===== src/hdl/sfls_pkg.sv =====
// Shared types, codes and helpers for the serial frame link sequencer.
`timescale 1ns / 1ps

package sfls_pkg;

  localparam int FRAME_MAX = 32;
  localparam int IDX_W     = 5;    // buffer index width
  localparam int LEN_W     = 6;    // frame length register width
  localparam int TICK_W    = 8;
  localparam int ADDR_W    = 4;
  localparam int DATA_W    = 32;

  // event kinds
  localparam logic [1:0] MODE_TICK  = 2'd0;
  localparam logic [1:0] MODE_BYTE  = 2'd1;
  localparam logic [1:0] MODE_TXRDY = 2'd2;

  // register indexes (byte address = 4 * index)
  localparam logic [1:0] REG_RX_LEN     = 2'd0;
  localparam logic [1:0] REG_TX_LEN     = 2'd1;
  localparam logic [1:0] REG_TURNAROUND = 2'd2;
  localparam logic [1:0] REG_TIMEOUT    = 2'd3;

  localparam logic [LEN_W-1:0]  RX_LEN_RST     = 6'd20;
  localparam logic [LEN_W-1:0]  TX_LEN_RST     = 6'd16;
  localparam logic [TICK_W-1:0] TURNAROUND_RST = 8'd10;
  localparam logic [TICK_W-1:0] TIMEOUT_RST    = 8'd220;

  typedef enum logic [2:0] {
    PH_RX_STANDBY  = 3'd0,
    PH_RX_ACTIVE   = 3'd1,
    PH_RX_COMPLETE = 3'd2,
    PH_TX_STANDBY  = 3'd3,
    PH_TX_ACTIVE   = 3'd4,
    PH_TX_COMPLETE = 3'd5,
    PH_TEST        = 3'd6,
    PH_COMPUTE     = 3'd7
  } phase_e;

  typedef struct packed {
    logic [1:0] mode;
    logic [7:0] rx_byte;
  } in_item_t;

  typedef struct packed {
    logic             rx_store_valid;
    logic [IDX_W-1:0] rx_store_index;
    logic [7:0]       rx_store_byte;
    logic             send_valid;
    logic [IDX_W-1:0] send_index;
    logic             load_tx_strobe;
    logic             frame_done_strobe;
    logic             test_strobe;
    logic             compute_strobe;
    logic             byte_gap_error;
    logic             packet_timeout;
    logic             extra_byte;
  } out_item_t;

  typedef struct packed {
    logic [LEN_W-1:0]  rx_frame_len;
    logic [LEN_W-1:0]  tx_frame_len;
    logic [TICK_W-1:0] turnaround_ticks;
    logic [TICK_W-1:0] packet_timeout_ticks;
  } cfg_t;

  typedef struct packed {
    logic gap;
    logic timeout;
    logic extra;
  } flags_t;

  function automatic logic [LEN_W-1:0] clamp_len(input logic [LEN_W-1:0] len);
    return (len > LEN_W'(FRAME_MAX)) ? LEN_W'(FRAME_MAX) : len;
  endfunction

endpackage


===== src/hdl/sfls_regs.sv =====
// APB configuration registers of the link sequencer.
`timescale 1ns / 1ps

module sfls_regs import sfls_pkg::*; (
  input  logic              clk_i,
  input  logic              rst_ni,
  input  logic              psel,
  input  logic              penable,
  input  logic              pwrite,
  input  logic [ADDR_W-1:0] paddr,
  input  logic [DATA_W-1:0] pwdata,
  output logic [DATA_W-1:0] prdata,
  output logic              pready,
  output cfg_t              cfg_o
);

  cfg_t        cfg_q, cfg_d;
  logic        wr_en;
  logic [1:0]  reg_idx;

  assign pready  = 1'b1;
  assign wr_en   = psel && penable && pwrite;
  assign reg_idx = paddr[3:2];

  always_comb begin
    cfg_d = cfg_q;
    if (wr_en) begin
      case (reg_idx)
        REG_RX_LEN:     cfg_d.rx_frame_len         = pwdata[LEN_W-1:0];
        REG_TX_LEN:     cfg_d.tx_frame_len         = pwdata[LEN_W-1:0];
        REG_TURNAROUND: cfg_d.turnaround_ticks     = pwdata[TICK_W-1:0];
        REG_TIMEOUT:    cfg_d.packet_timeout_ticks = pwdata[TICK_W-1:0];
        default:        cfg_d = cfg_q;
      endcase
    end
  end

  always_comb begin
    case (reg_idx)
      REG_RX_LEN:     prdata = DATA_W'(cfg_q.rx_frame_len);
      REG_TX_LEN:     prdata = DATA_W'(cfg_q.tx_frame_len);
      REG_TURNAROUND: prdata = DATA_W'(cfg_q.turnaround_ticks);
      REG_TIMEOUT:    prdata = DATA_W'(cfg_q.packet_timeout_ticks);
      default:        prdata = '0;
    endcase
  end

  always_ff @(posedge clk_i or negedge rst_ni) begin
    if (!rst_ni) begin
      cfg_q.rx_frame_len         <= RX_LEN_RST;
      cfg_q.tx_frame_len         <= TX_LEN_RST;
      cfg_q.turnaround_ticks     <= TURNAROUND_RST;
      cfg_q.packet_timeout_ticks <= TIMEOUT_RST;
    end else begin
      cfg_q <= cfg_d;
    end
  end

  assign cfg_o = cfg_q;

endmodule


===== src/hdl/sfls_core.sv =====
// Link state registers and the per-event update logic.
`timescale 1ns / 1ps

module sfls_core import sfls_pkg::*; (
  input  logic      clk_i,
  input  logic      rst_ni,
  input  logic      step_i,
  input  in_item_t  item_i,
  input  cfg_t      cfg_i,
  output out_item_t res_o
);

  phase_e            phase_q, phase_d;
  logic [TICK_W-1:0] tick_q, tick_d;
  logic [TICK_W-1:0] lbt_q, lbt_d;
  logic [IDX_W-1:0]  rx_pos_q, rx_pos_d;
  logic [IDX_W-1:0]  tx_pos_q, tx_pos_d;
  logic [TICK_W-1:0] wait_q, wait_d;
  flags_t            flags_q, flags_d;

  logic [TICK_W-1:0] tick_inc;
  logic [TICK_W-1:0] wait_inc;
  logic [LEN_W-1:0]  rx_pos_inc;
  logic [LEN_W-1:0]  tx_pos_inc;
  logic [LEN_W-1:0]  rx_len;
  logic [LEN_W-1:0]  tx_len;
  logic              gap;

  assign tick_inc   = tick_q + 8'd1;
  assign wait_inc   = wait_q + 8'd1;
  assign rx_pos_inc = {1'b0, rx_pos_q} + 6'd1;
  assign tx_pos_inc = {1'b0, tx_pos_q} + 6'd1;
  assign rx_len     = clamp_len(cfg_i.rx_frame_len);
  assign tx_len     = clamp_len(cfg_i.tx_frame_len);
  // no gap when the byte comes in the same tick or the next one (no wrap)
  assign gap = !((tick_q == lbt_q) ||
                 ({1'b0, tick_q} == ({1'b0, lbt_q} + 9'd1)));

  always_comb begin
    phase_d  = phase_q;
    tick_d   = tick_q;
    lbt_d    = lbt_q;
    rx_pos_d = rx_pos_q;
    tx_pos_d = tx_pos_q;
    wait_d   = wait_q;
    flags_d  = flags_q;
    res_o    = '0;

    case (item_i.mode)
      MODE_TICK: begin
        tick_d = tick_inc;
        if (tick_inc > cfg_i.packet_timeout_ticks) begin
          tick_d          = '0;
          flags_d.timeout = 1'b1;
        end
        case (phase_q)
          PH_RX_COMPLETE: begin
            phase_d              = PH_TX_STANDBY;
            wait_d               = wait_inc;
            res_o.load_tx_strobe = 1'b1;
          end
          PH_TX_STANDBY: begin
            wait_d = wait_inc;
            if (wait_inc >= cfg_i.turnaround_ticks) begin
              wait_d           = '0;
              phase_d          = PH_TX_ACTIVE;
              tx_pos_d         = '0;
              res_o.send_valid = 1'b1;
            end
          end
          PH_TX_COMPLETE: begin
            tick_d                  = '0;
            phase_d                 = PH_TEST;
            res_o.frame_done_strobe = 1'b1;
          end
          PH_TEST: begin
            phase_d           = PH_COMPUTE;
            res_o.test_strobe = 1'b1;
          end
          PH_COMPUTE: begin
            phase_d              = PH_RX_STANDBY;
            flags_d              = '0;
            res_o.compute_strobe = 1'b1;
          end
          default: ;
        endcase
      end
      MODE_BYTE: begin
        if (phase_q == PH_RX_STANDBY || phase_q == PH_RX_ACTIVE) begin
          lbt_d = tick_q;
          if (gap && rx_pos_q != '0) begin
            // gap inside a frame: drop byte, restart frame
            flags_d.gap = 1'b1;
            rx_pos_d    = '0;
            phase_d     = PH_RX_STANDBY;
            lbt_d       = '0;
          end else begin
            if (gap) begin
              phase_d = PH_RX_ACTIVE;
            end
            res_o.rx_store_valid = 1'b1;
            res_o.rx_store_index = rx_pos_q;
            res_o.rx_store_byte  = item_i.rx_byte;
            rx_pos_d             = rx_pos_inc[IDX_W-1:0];
            if (rx_pos_inc >= rx_len) begin
              rx_pos_d = '0;
              phase_d  = PH_RX_COMPLETE;
              lbt_d    = '0;
            end
          end
        end else begin
          flags_d.extra = 1'b1;
        end
      end
      MODE_TXRDY: begin
        if (phase_q == PH_TX_ACTIVE) begin
          tx_pos_d = tx_pos_inc[IDX_W-1:0];
          if (tx_pos_inc < tx_len) begin
            res_o.send_valid = 1'b1;
            res_o.send_index = tx_pos_inc[IDX_W-1:0];
          end else begin
            phase_d = PH_TX_COMPLETE;
          end
        end
      end
      default: ;
    endcase

    res_o.byte_gap_error = flags_d.gap;
    res_o.packet_timeout = flags_d.timeout;
    res_o.extra_byte     = flags_d.extra;
  end

  always_ff @(posedge clk_i or negedge rst_ni) begin
    if (!rst_ni) begin
      phase_q  <= PH_RX_STANDBY;
      tick_q   <= '0;
      lbt_q    <= '0;
      rx_pos_q <= '0;
      tx_pos_q <= '0;
      wait_q   <= '0;
      flags_q  <= '0;
    end else if (step_i) begin
      phase_q  <= phase_d;
      tick_q   <= tick_d;
      lbt_q    <= lbt_d;
      rx_pos_q <= rx_pos_d;
      tx_pos_q <= tx_pos_d;
      wait_q   <= wait_d;
      flags_q  <= flags_d;
    end
  end

  // at most one request or strobe per event
  assert property (@(posedge clk_i) disable iff (!rst_ni)
    step_i |-> $onehot0({res_o.rx_store_valid, res_o.send_valid, res_o.load_tx_strobe,
                         res_o.frame_done_strobe, res_o.test_strobe,
                         res_o.compute_strobe}))
    else $error("sfls_core: more than one action in one event");

  // compute strobe reports cleared flags
  assert property (@(posedge clk_i) disable iff (!rst_ni)
    (step_i && res_o.compute_strobe) |=> (flags_q == '0))
    else $error("sfls_core: flags not cleared by compute");

  // test phase always moves on to compute on a tick
  assert property (@(posedge clk_i) disable iff (!rst_ni)
    (step_i && item_i.mode == MODE_TICK && phase_q == PH_TEST) |=>
      (phase_q == PH_COMPUTE))
    else $error("sfls_core: test phase did not advance");

  // tick counter never rests above the timeout limit after a tick
  assert property (@(posedge clk_i) disable iff (!rst_ni)
    (step_i && item_i.mode == MODE_TICK && $stable(cfg_i)) |=>
      (tick_q <= cfg_i.packet_timeout_ticks))
    else $error("sfls_core: tick counter above timeout");

endmodule


===== src/hdl/serial_frame_link_sequencer_unit.sv =====
// Top level of the serial frame link sequencer: handshake stages and config port.
`timescale 1ns / 1ps

// Polled half-duplex link controller.
// Input channel (in_valid_i/in_ready_o/in_data_i) carries events: a tick, a
// received byte or a transmitter-ready. Every event gives exactly one result
// transfer on the output channel (out_valid_o/out_ready_i/out_data_o) holding
// the frame-buffer store request, the send request, the load/done/test/compute
// strobes and the three sticky flags as they stand after the event.
// An accepted event sits in the input register, is processed when it moves
// into the result register and its result is offered from then on.
// Throughput: one event per cycle while results are taken; the state update
// is a single short compare/increment step between the input register and
// the result register. When the receiver stalls, the result register holds
// and the input register still takes one more event; in_ready_o drops only
// when both are full.
// Reset (rst_ni low, asynchronous) puts the link in receive standby, clears
// counters and flags, empties both stages and loads the register defaults
// (rx length 20, tx length 16, turnaround 10, timeout 220).
// APB registers at 0x0 rx_frame_len, 0x4 tx_frame_len, 0x8 turnaround_ticks,
// 0xC packet_timeout_ticks; write them only while the block is idle.

module serial_frame_link_sequencer_unit import sfls_pkg::*; (
  input  logic              clk_i,
  input  logic              rst_ni,
  input  logic              in_valid_i,
  output logic              in_ready_o,
  input  in_item_t          in_data_i,
  output logic              out_valid_o,
  input  logic              out_ready_i,
  output out_item_t         out_data_o,
  input  logic              psel,
  input  logic              penable,
  input  logic              pwrite,
  input  logic [ADDR_W-1:0] paddr,
  input  logic [DATA_W-1:0] pwdata,
  output logic [DATA_W-1:0] prdata,
  output logic              pready
);

  cfg_t      cfg;
  in_item_t  in_q;
  logic      in_vld_q, in_vld_d;
  out_item_t out_q;
  out_item_t res;
  logic      out_vld_q, out_vld_d;
  logic      in_xfer;
  logic      step;    // input register moves into the result register

  sfls_regs u_regs (
    .clk_i   (clk_i),
    .rst_ni  (rst_ni),
    .psel    (psel),
    .penable (penable),
    .pwrite  (pwrite),
    .paddr   (paddr),
    .pwdata  (pwdata),
    .prdata  (prdata),
    .pready  (pready),
    .cfg_o   (cfg)
  );

  sfls_core u_core (
    .clk_i  (clk_i),
    .rst_ni (rst_ni),
    .step_i (step),
    .item_i (in_q),
    .cfg_i  (cfg),
    .res_o  (res)
  );

  // result slot is free when empty or being taken this cycle
  assign step       = in_vld_q && (!out_vld_q || out_ready_i);
  assign in_ready_o = !in_vld_q || step;
  assign in_xfer    = in_valid_i && in_ready_o;

  assign in_vld_d  = in_xfer || (in_vld_q && !step);
  assign out_vld_d = step || (out_vld_q && !out_ready_i);

  always_ff @(posedge clk_i or negedge rst_ni) begin
    if (!rst_ni) begin
      in_vld_q  <= 1'b0;
      out_vld_q <= 1'b0;
    end else begin
      in_vld_q  <= in_vld_d;
      out_vld_q <= out_vld_d;
    end
  end

  // payload registers, no reset
  always_ff @(posedge clk_i) begin
    if (in_xfer) begin
      in_q <= in_data_i;
    end
    if (step) begin
      out_q <= res;
    end
  end

  assign out_valid_o = out_vld_q;
  assign out_data_o  = out_q;

  // a stalled result is never overwritten
  assert property (@(posedge clk_i) disable iff (!rst_ni)
    (out_vld_q && !out_ready_i) |=> (out_vld_q && $stable(out_q)))
    else $error("sequencer: stalled result changed");

  // every accepted event is held in the input register
  assert property (@(posedge clk_i) disable iff (!rst_ni)
    in_xfer |=> in_vld_q)
    else $error("sequencer: accepted event lost");

  // input stage only blocks while both stages are full
  assert property (@(posedge clk_i) disable iff (!rst_ni)
    !in_ready_o |-> (in_vld_q && out_vld_q && !out_ready_i))
    else $error("sequencer: input stalled without cause");

endmodule


===== config.mk =====
export PLATFORM = sky130hd
export DESIGN_NAME = serial_frame_link_sequencer_unit
export DESIGN_NICKNAME = d
export VERILOG_FILES = /design/src/hdl/sfls_pkg.sv /design/src/hdl/sfls_regs.sv /design/src/hdl/sfls_core.sv /design/src/hdl/serial_frame_link_sequencer_unit.sv
export SDC_FILE = /design/constraint.sdc
export NUM_CORES = 1
export LEC_CHECK = 0
export BUFFER_PORTS_ARGS = -buffer_cell sky130_fd_sc_hd__buf_2
export CAP_MARGIN = 10
export CORE_ASPECT_RATIO = 1.4
export CORE_MARGIN = 2
export CORE_UTILIZATION = 61
export DETAILED_ROUTE_END_ITERATION = 16
export PLACE_DENSITY_LB_ADDON = 0.05
export RECOVER_POWER = 25
export SETUP_SLACK_MARGIN = 0.1
export SLEW_MARGIN = 15
export SYNTH_ARGS = -nofsm -noshare
export SYNTH_HDL_FRONTEND = slang
export SYNTH_HIERARCHICAL = 1
export SYNTH_SLANG_ARGS = --single-unit

===== constraint.sdc =====
create_clock -name clk_i -period 6.7 [get_ports clk_i]
set_clock_uncertainty 0.1 [all_clocks]
set_input_delay 0.67 -clock clk_i [delete_from_list [all_inputs] [get_ports clk_i]]
set_output_delay 0.67 -clock clk_i [all_outputs]
set_load 0.05 [all_outputs]

==> reports/results.tsv <==
stage	metric	value	unit
drt	Avg WL per Cell	15.6	um
flow_run	max cap viols	1	
drt	final WL	11900	um
power_and_ir_drop	switching part of the total	0.381	
placed_design	Placed Cells	748	
power_and_ir_drop	Tot Pwr	2.26	mW
global_route	vias in the first global route	4182	
synthesis	asr flop ratio synth	0.654	
die	I/O pins	115	
layout	fin cells	764	
cts	CTS sink cnt	107	
timing	smallest hold slack	396	ps
global_route	initial antenna violation count	0	
cts	hold_buf cts	0	
cts	Worst-path clk slew	70	ps
setup_path	R2R depth	12	
global_route	Tot GR Track Use	0.232	
setup_path	Crit Path Category	in -> async	
setup_path	worst-path fanout max	70	
power_and_ir_drop	Combinational Power Share	0.364	
drt	Post-DRT Antenna Nets	0	
synthesis	synthesized flop and latch total	107	
layout	nets	714	
cts	Bufs on Longest Clock Path	2	
synthesis	Post-synth top flop	dfrtp_1	
placed_design	I/O Buffers	63	
min_path	Hold Crit Depth	1	
timing	final count of negative-setup-slack endpoints	0	
synthesis	Mapped Area	6230	um^2
layout	fraction of layout instances using a drive strength above 1	0.218	
layout	ant diodes	0	
layout	fin util	0.681	
power_and_ir_drop	sequential share of power	0.416	
cts	CTS Buf Count	9	
drt	routed vias/inst	5.60	
synthesis	synthesized area per cell	10.9	um^2
setup_path	WP data required	6160	ps
die	Initial Util	0.629	
die	Die ar.	11000	um^2
placed_design	DP Wirelength	8780	um
cts	post-CTS sizing	0	
synthesis	Ys Warns	6	
setup_path	slowest CP cell	clkbuf_1	
timing	max-slew violations	71	
synthesis	sequential area share after synthesis	0.462	
die	Core Region	9900	um^2
setup_path	CP bufs+invs	2	
die	Die Y	124	um
placed_design	Final GP Congestion	0.886	
cts	worst skew pair latency	350	ps
power_and_ir_drop	internal cell power	1.40	mW
setup_path	Worst EP arrival	3520	ps
timing	post-route setup slack	2630	ps
timing	part of the cycle the worst path needs	0.607	
timing	RSZ-0062 raised after global routing	false	
setup_path	CP delay by family, top	buffers and inverters	
status	failing checks	capacitance limit, slew limit	
global_route	grt ovf	0	
placed_design	instance area at placement	6480	um^2
drt	DRC violations left	0	
layout	commonest non-fill, non-tap cells in the layout	63 x buf_2, 60 x dfrtp_1, 56 x nand2_1, 38 x inv_1	
placed_design	Place WS	3330	ps
timing	worst slew pin tran	3890	ps
cts	CTS tree	yes	
timing	Max Freq	0.246	GHz
synthesis	Post-Syn Instances	573	
synthesis	Netlist cell types	74	
die	Cell Rows	43	
drt	Vias	4279	
drt	initial DRC count	261	
power_and_ir_drop	leak pwr	3.11	nW
layout	area grow syn2layout	8.30	%
timing	setup_tns	0	ps
setup_path	critical path depth	2	
die	Die Span X	89.4	um
global_route	first-pass GRT wire length	19800	um
timing	slew margin rel.	-1.59	
cts	Root Driver	clkbuf_16	
min_path	HP Class	in -> reg	
drt	DRT Pass-1 Iters	4	
status	outcome	finished with violations	
setup_path	max incr delay on CP	2700	ps
setup_path	CP Cell Sequence	buf_2 > clkbuf_1	
power_and_ir_drop	clock power share	0.220	
synthesis	Synth top area share	0.241	
power_and_ir_drop	maximum VDD drop	0.203	mV
timing	Final min period	4070	ps
power_and_ir_drop	pwr dens	335	nW/um^2
timing	Final Hold Viols	0	
power_and_ir_drop	P_sw	861	uW
synthesis	top post-synthesis cells by area	dfrtp_1 24%, edfxtp_1 18%, ha_1 7.4%, mux2_2 5.2%, dfstp_2 4.2%	
cts	H-tree depth	3	
layout	Layout Cell Area excl Fill	6740	um^2
cts	number of post-CTS setup repair buffers	0	
synthesis	Post-synth EDFFs	37	
global_route	largest net degree at the start of global routing	71	
layout	most common cell after layout, fill and taps aside	buf_2	
setup_path	CP Launch Type	input port	
synthesis	Synth area leader	dfrtp_1	
setup_path	Worst Setup End Kind	async pin	
registers in the layout (all words and copies together), names as in the netlist:
register and cells:
in_q 10, u_core/tick_q 8, out_data_o 27, u_core/lbt_q 8, u_regs/cfg_o 28, u_core/rx_pos_q 5, u_core/wait_q 8, u_core/flags_q 3
out_valid_o 1, in_vld_q 1, u_core/phase_q 3, u_core/tx_pos_q 5
cell type report:
cell class / instances / area [um^2]
clock buffer: 11 / 243
timing repair buffer: 65 / 327
clock inverter: 5 / 37.5
multi-input combinational: 402 / 2950
fill: 792 / 3160
sequential: 107 / 2880
tap: 135 / 169
inverter: 39 / 146
worst paths after layout:
check / slack [ps] / start / endpoint
min reg2reg: 410 / in_vld_q / out_valid_o
max: 2630 / rst_ni / u_core/tick_q[1]
max in group clk_i: 3280 / u_core/wait_q[0] / u_core/tx_pos_q[0]
min: 400 / in_data_i[9] / in_q[9]
min in group asynchronous: 1660 / rst_ni / u_regs/cfg_o[14]
max reg2reg: 3280 / u_core/wait_q[0] / u_core/tx_pos_q[0]
logic make-up (layout without fill, tap and decap cells):
kind of cell | Yosys count | in the layout | synth area share
simple gates | 177 | 177 | 0.154
flops | 107 | 107 | 0.462
other cells | 2 | 25 | 0.00121
buf+inv | 87 | 120 | 0.0772
compound gates | 96 | 96 | 0.109
mux | 39 | 39 | 0.0834
fa+ha+maj | 37 | 37 | 0.0743
xor+xnor | 28 | 28 | 0.0394
routing by layer:
metal,part of all wire,up-vias,track usage,wire [um]
li1,-,2059,-,-
met1,0.42,2098,0.293,4940
met2,0.52,98,0.389,6230
met3,0.033,24,0.0434,388
met4,0.028,0,0.0951,328
met5,0,-,0,0
synthesized netlist by cell type (all sizes together) (4+ instances only):
master,number
a21oi,17
a22o,13
a31oi,6
and2,16
and3,5
buf,39
clkbuf,9
dfrtp,60
dfstp,10
edfxtp,37
ha,37
inv,39
mux2,31
mux4,6
nand2,56
nand2b,13
nand3,16
nand4,5
nor2,26
nor2b,12
nor3,5
nor3b,4
o21ai,36
o31ai,4
or2,5
xnor2,12
xor2,16
power by group through the flow:
stage	Combinational [mW]	Sequential [mW]	Clock, mW
after detailed placement	0.826	0.953	0
final	0.824	0.940	0.497
after global routing	0.922	0.962	0.537
after floorplan	0.652	0.952	0
after CTS	0.830	0.940	0.506
after global placement	0.793	0.947	0
Power figures use the tool's default switching activity.
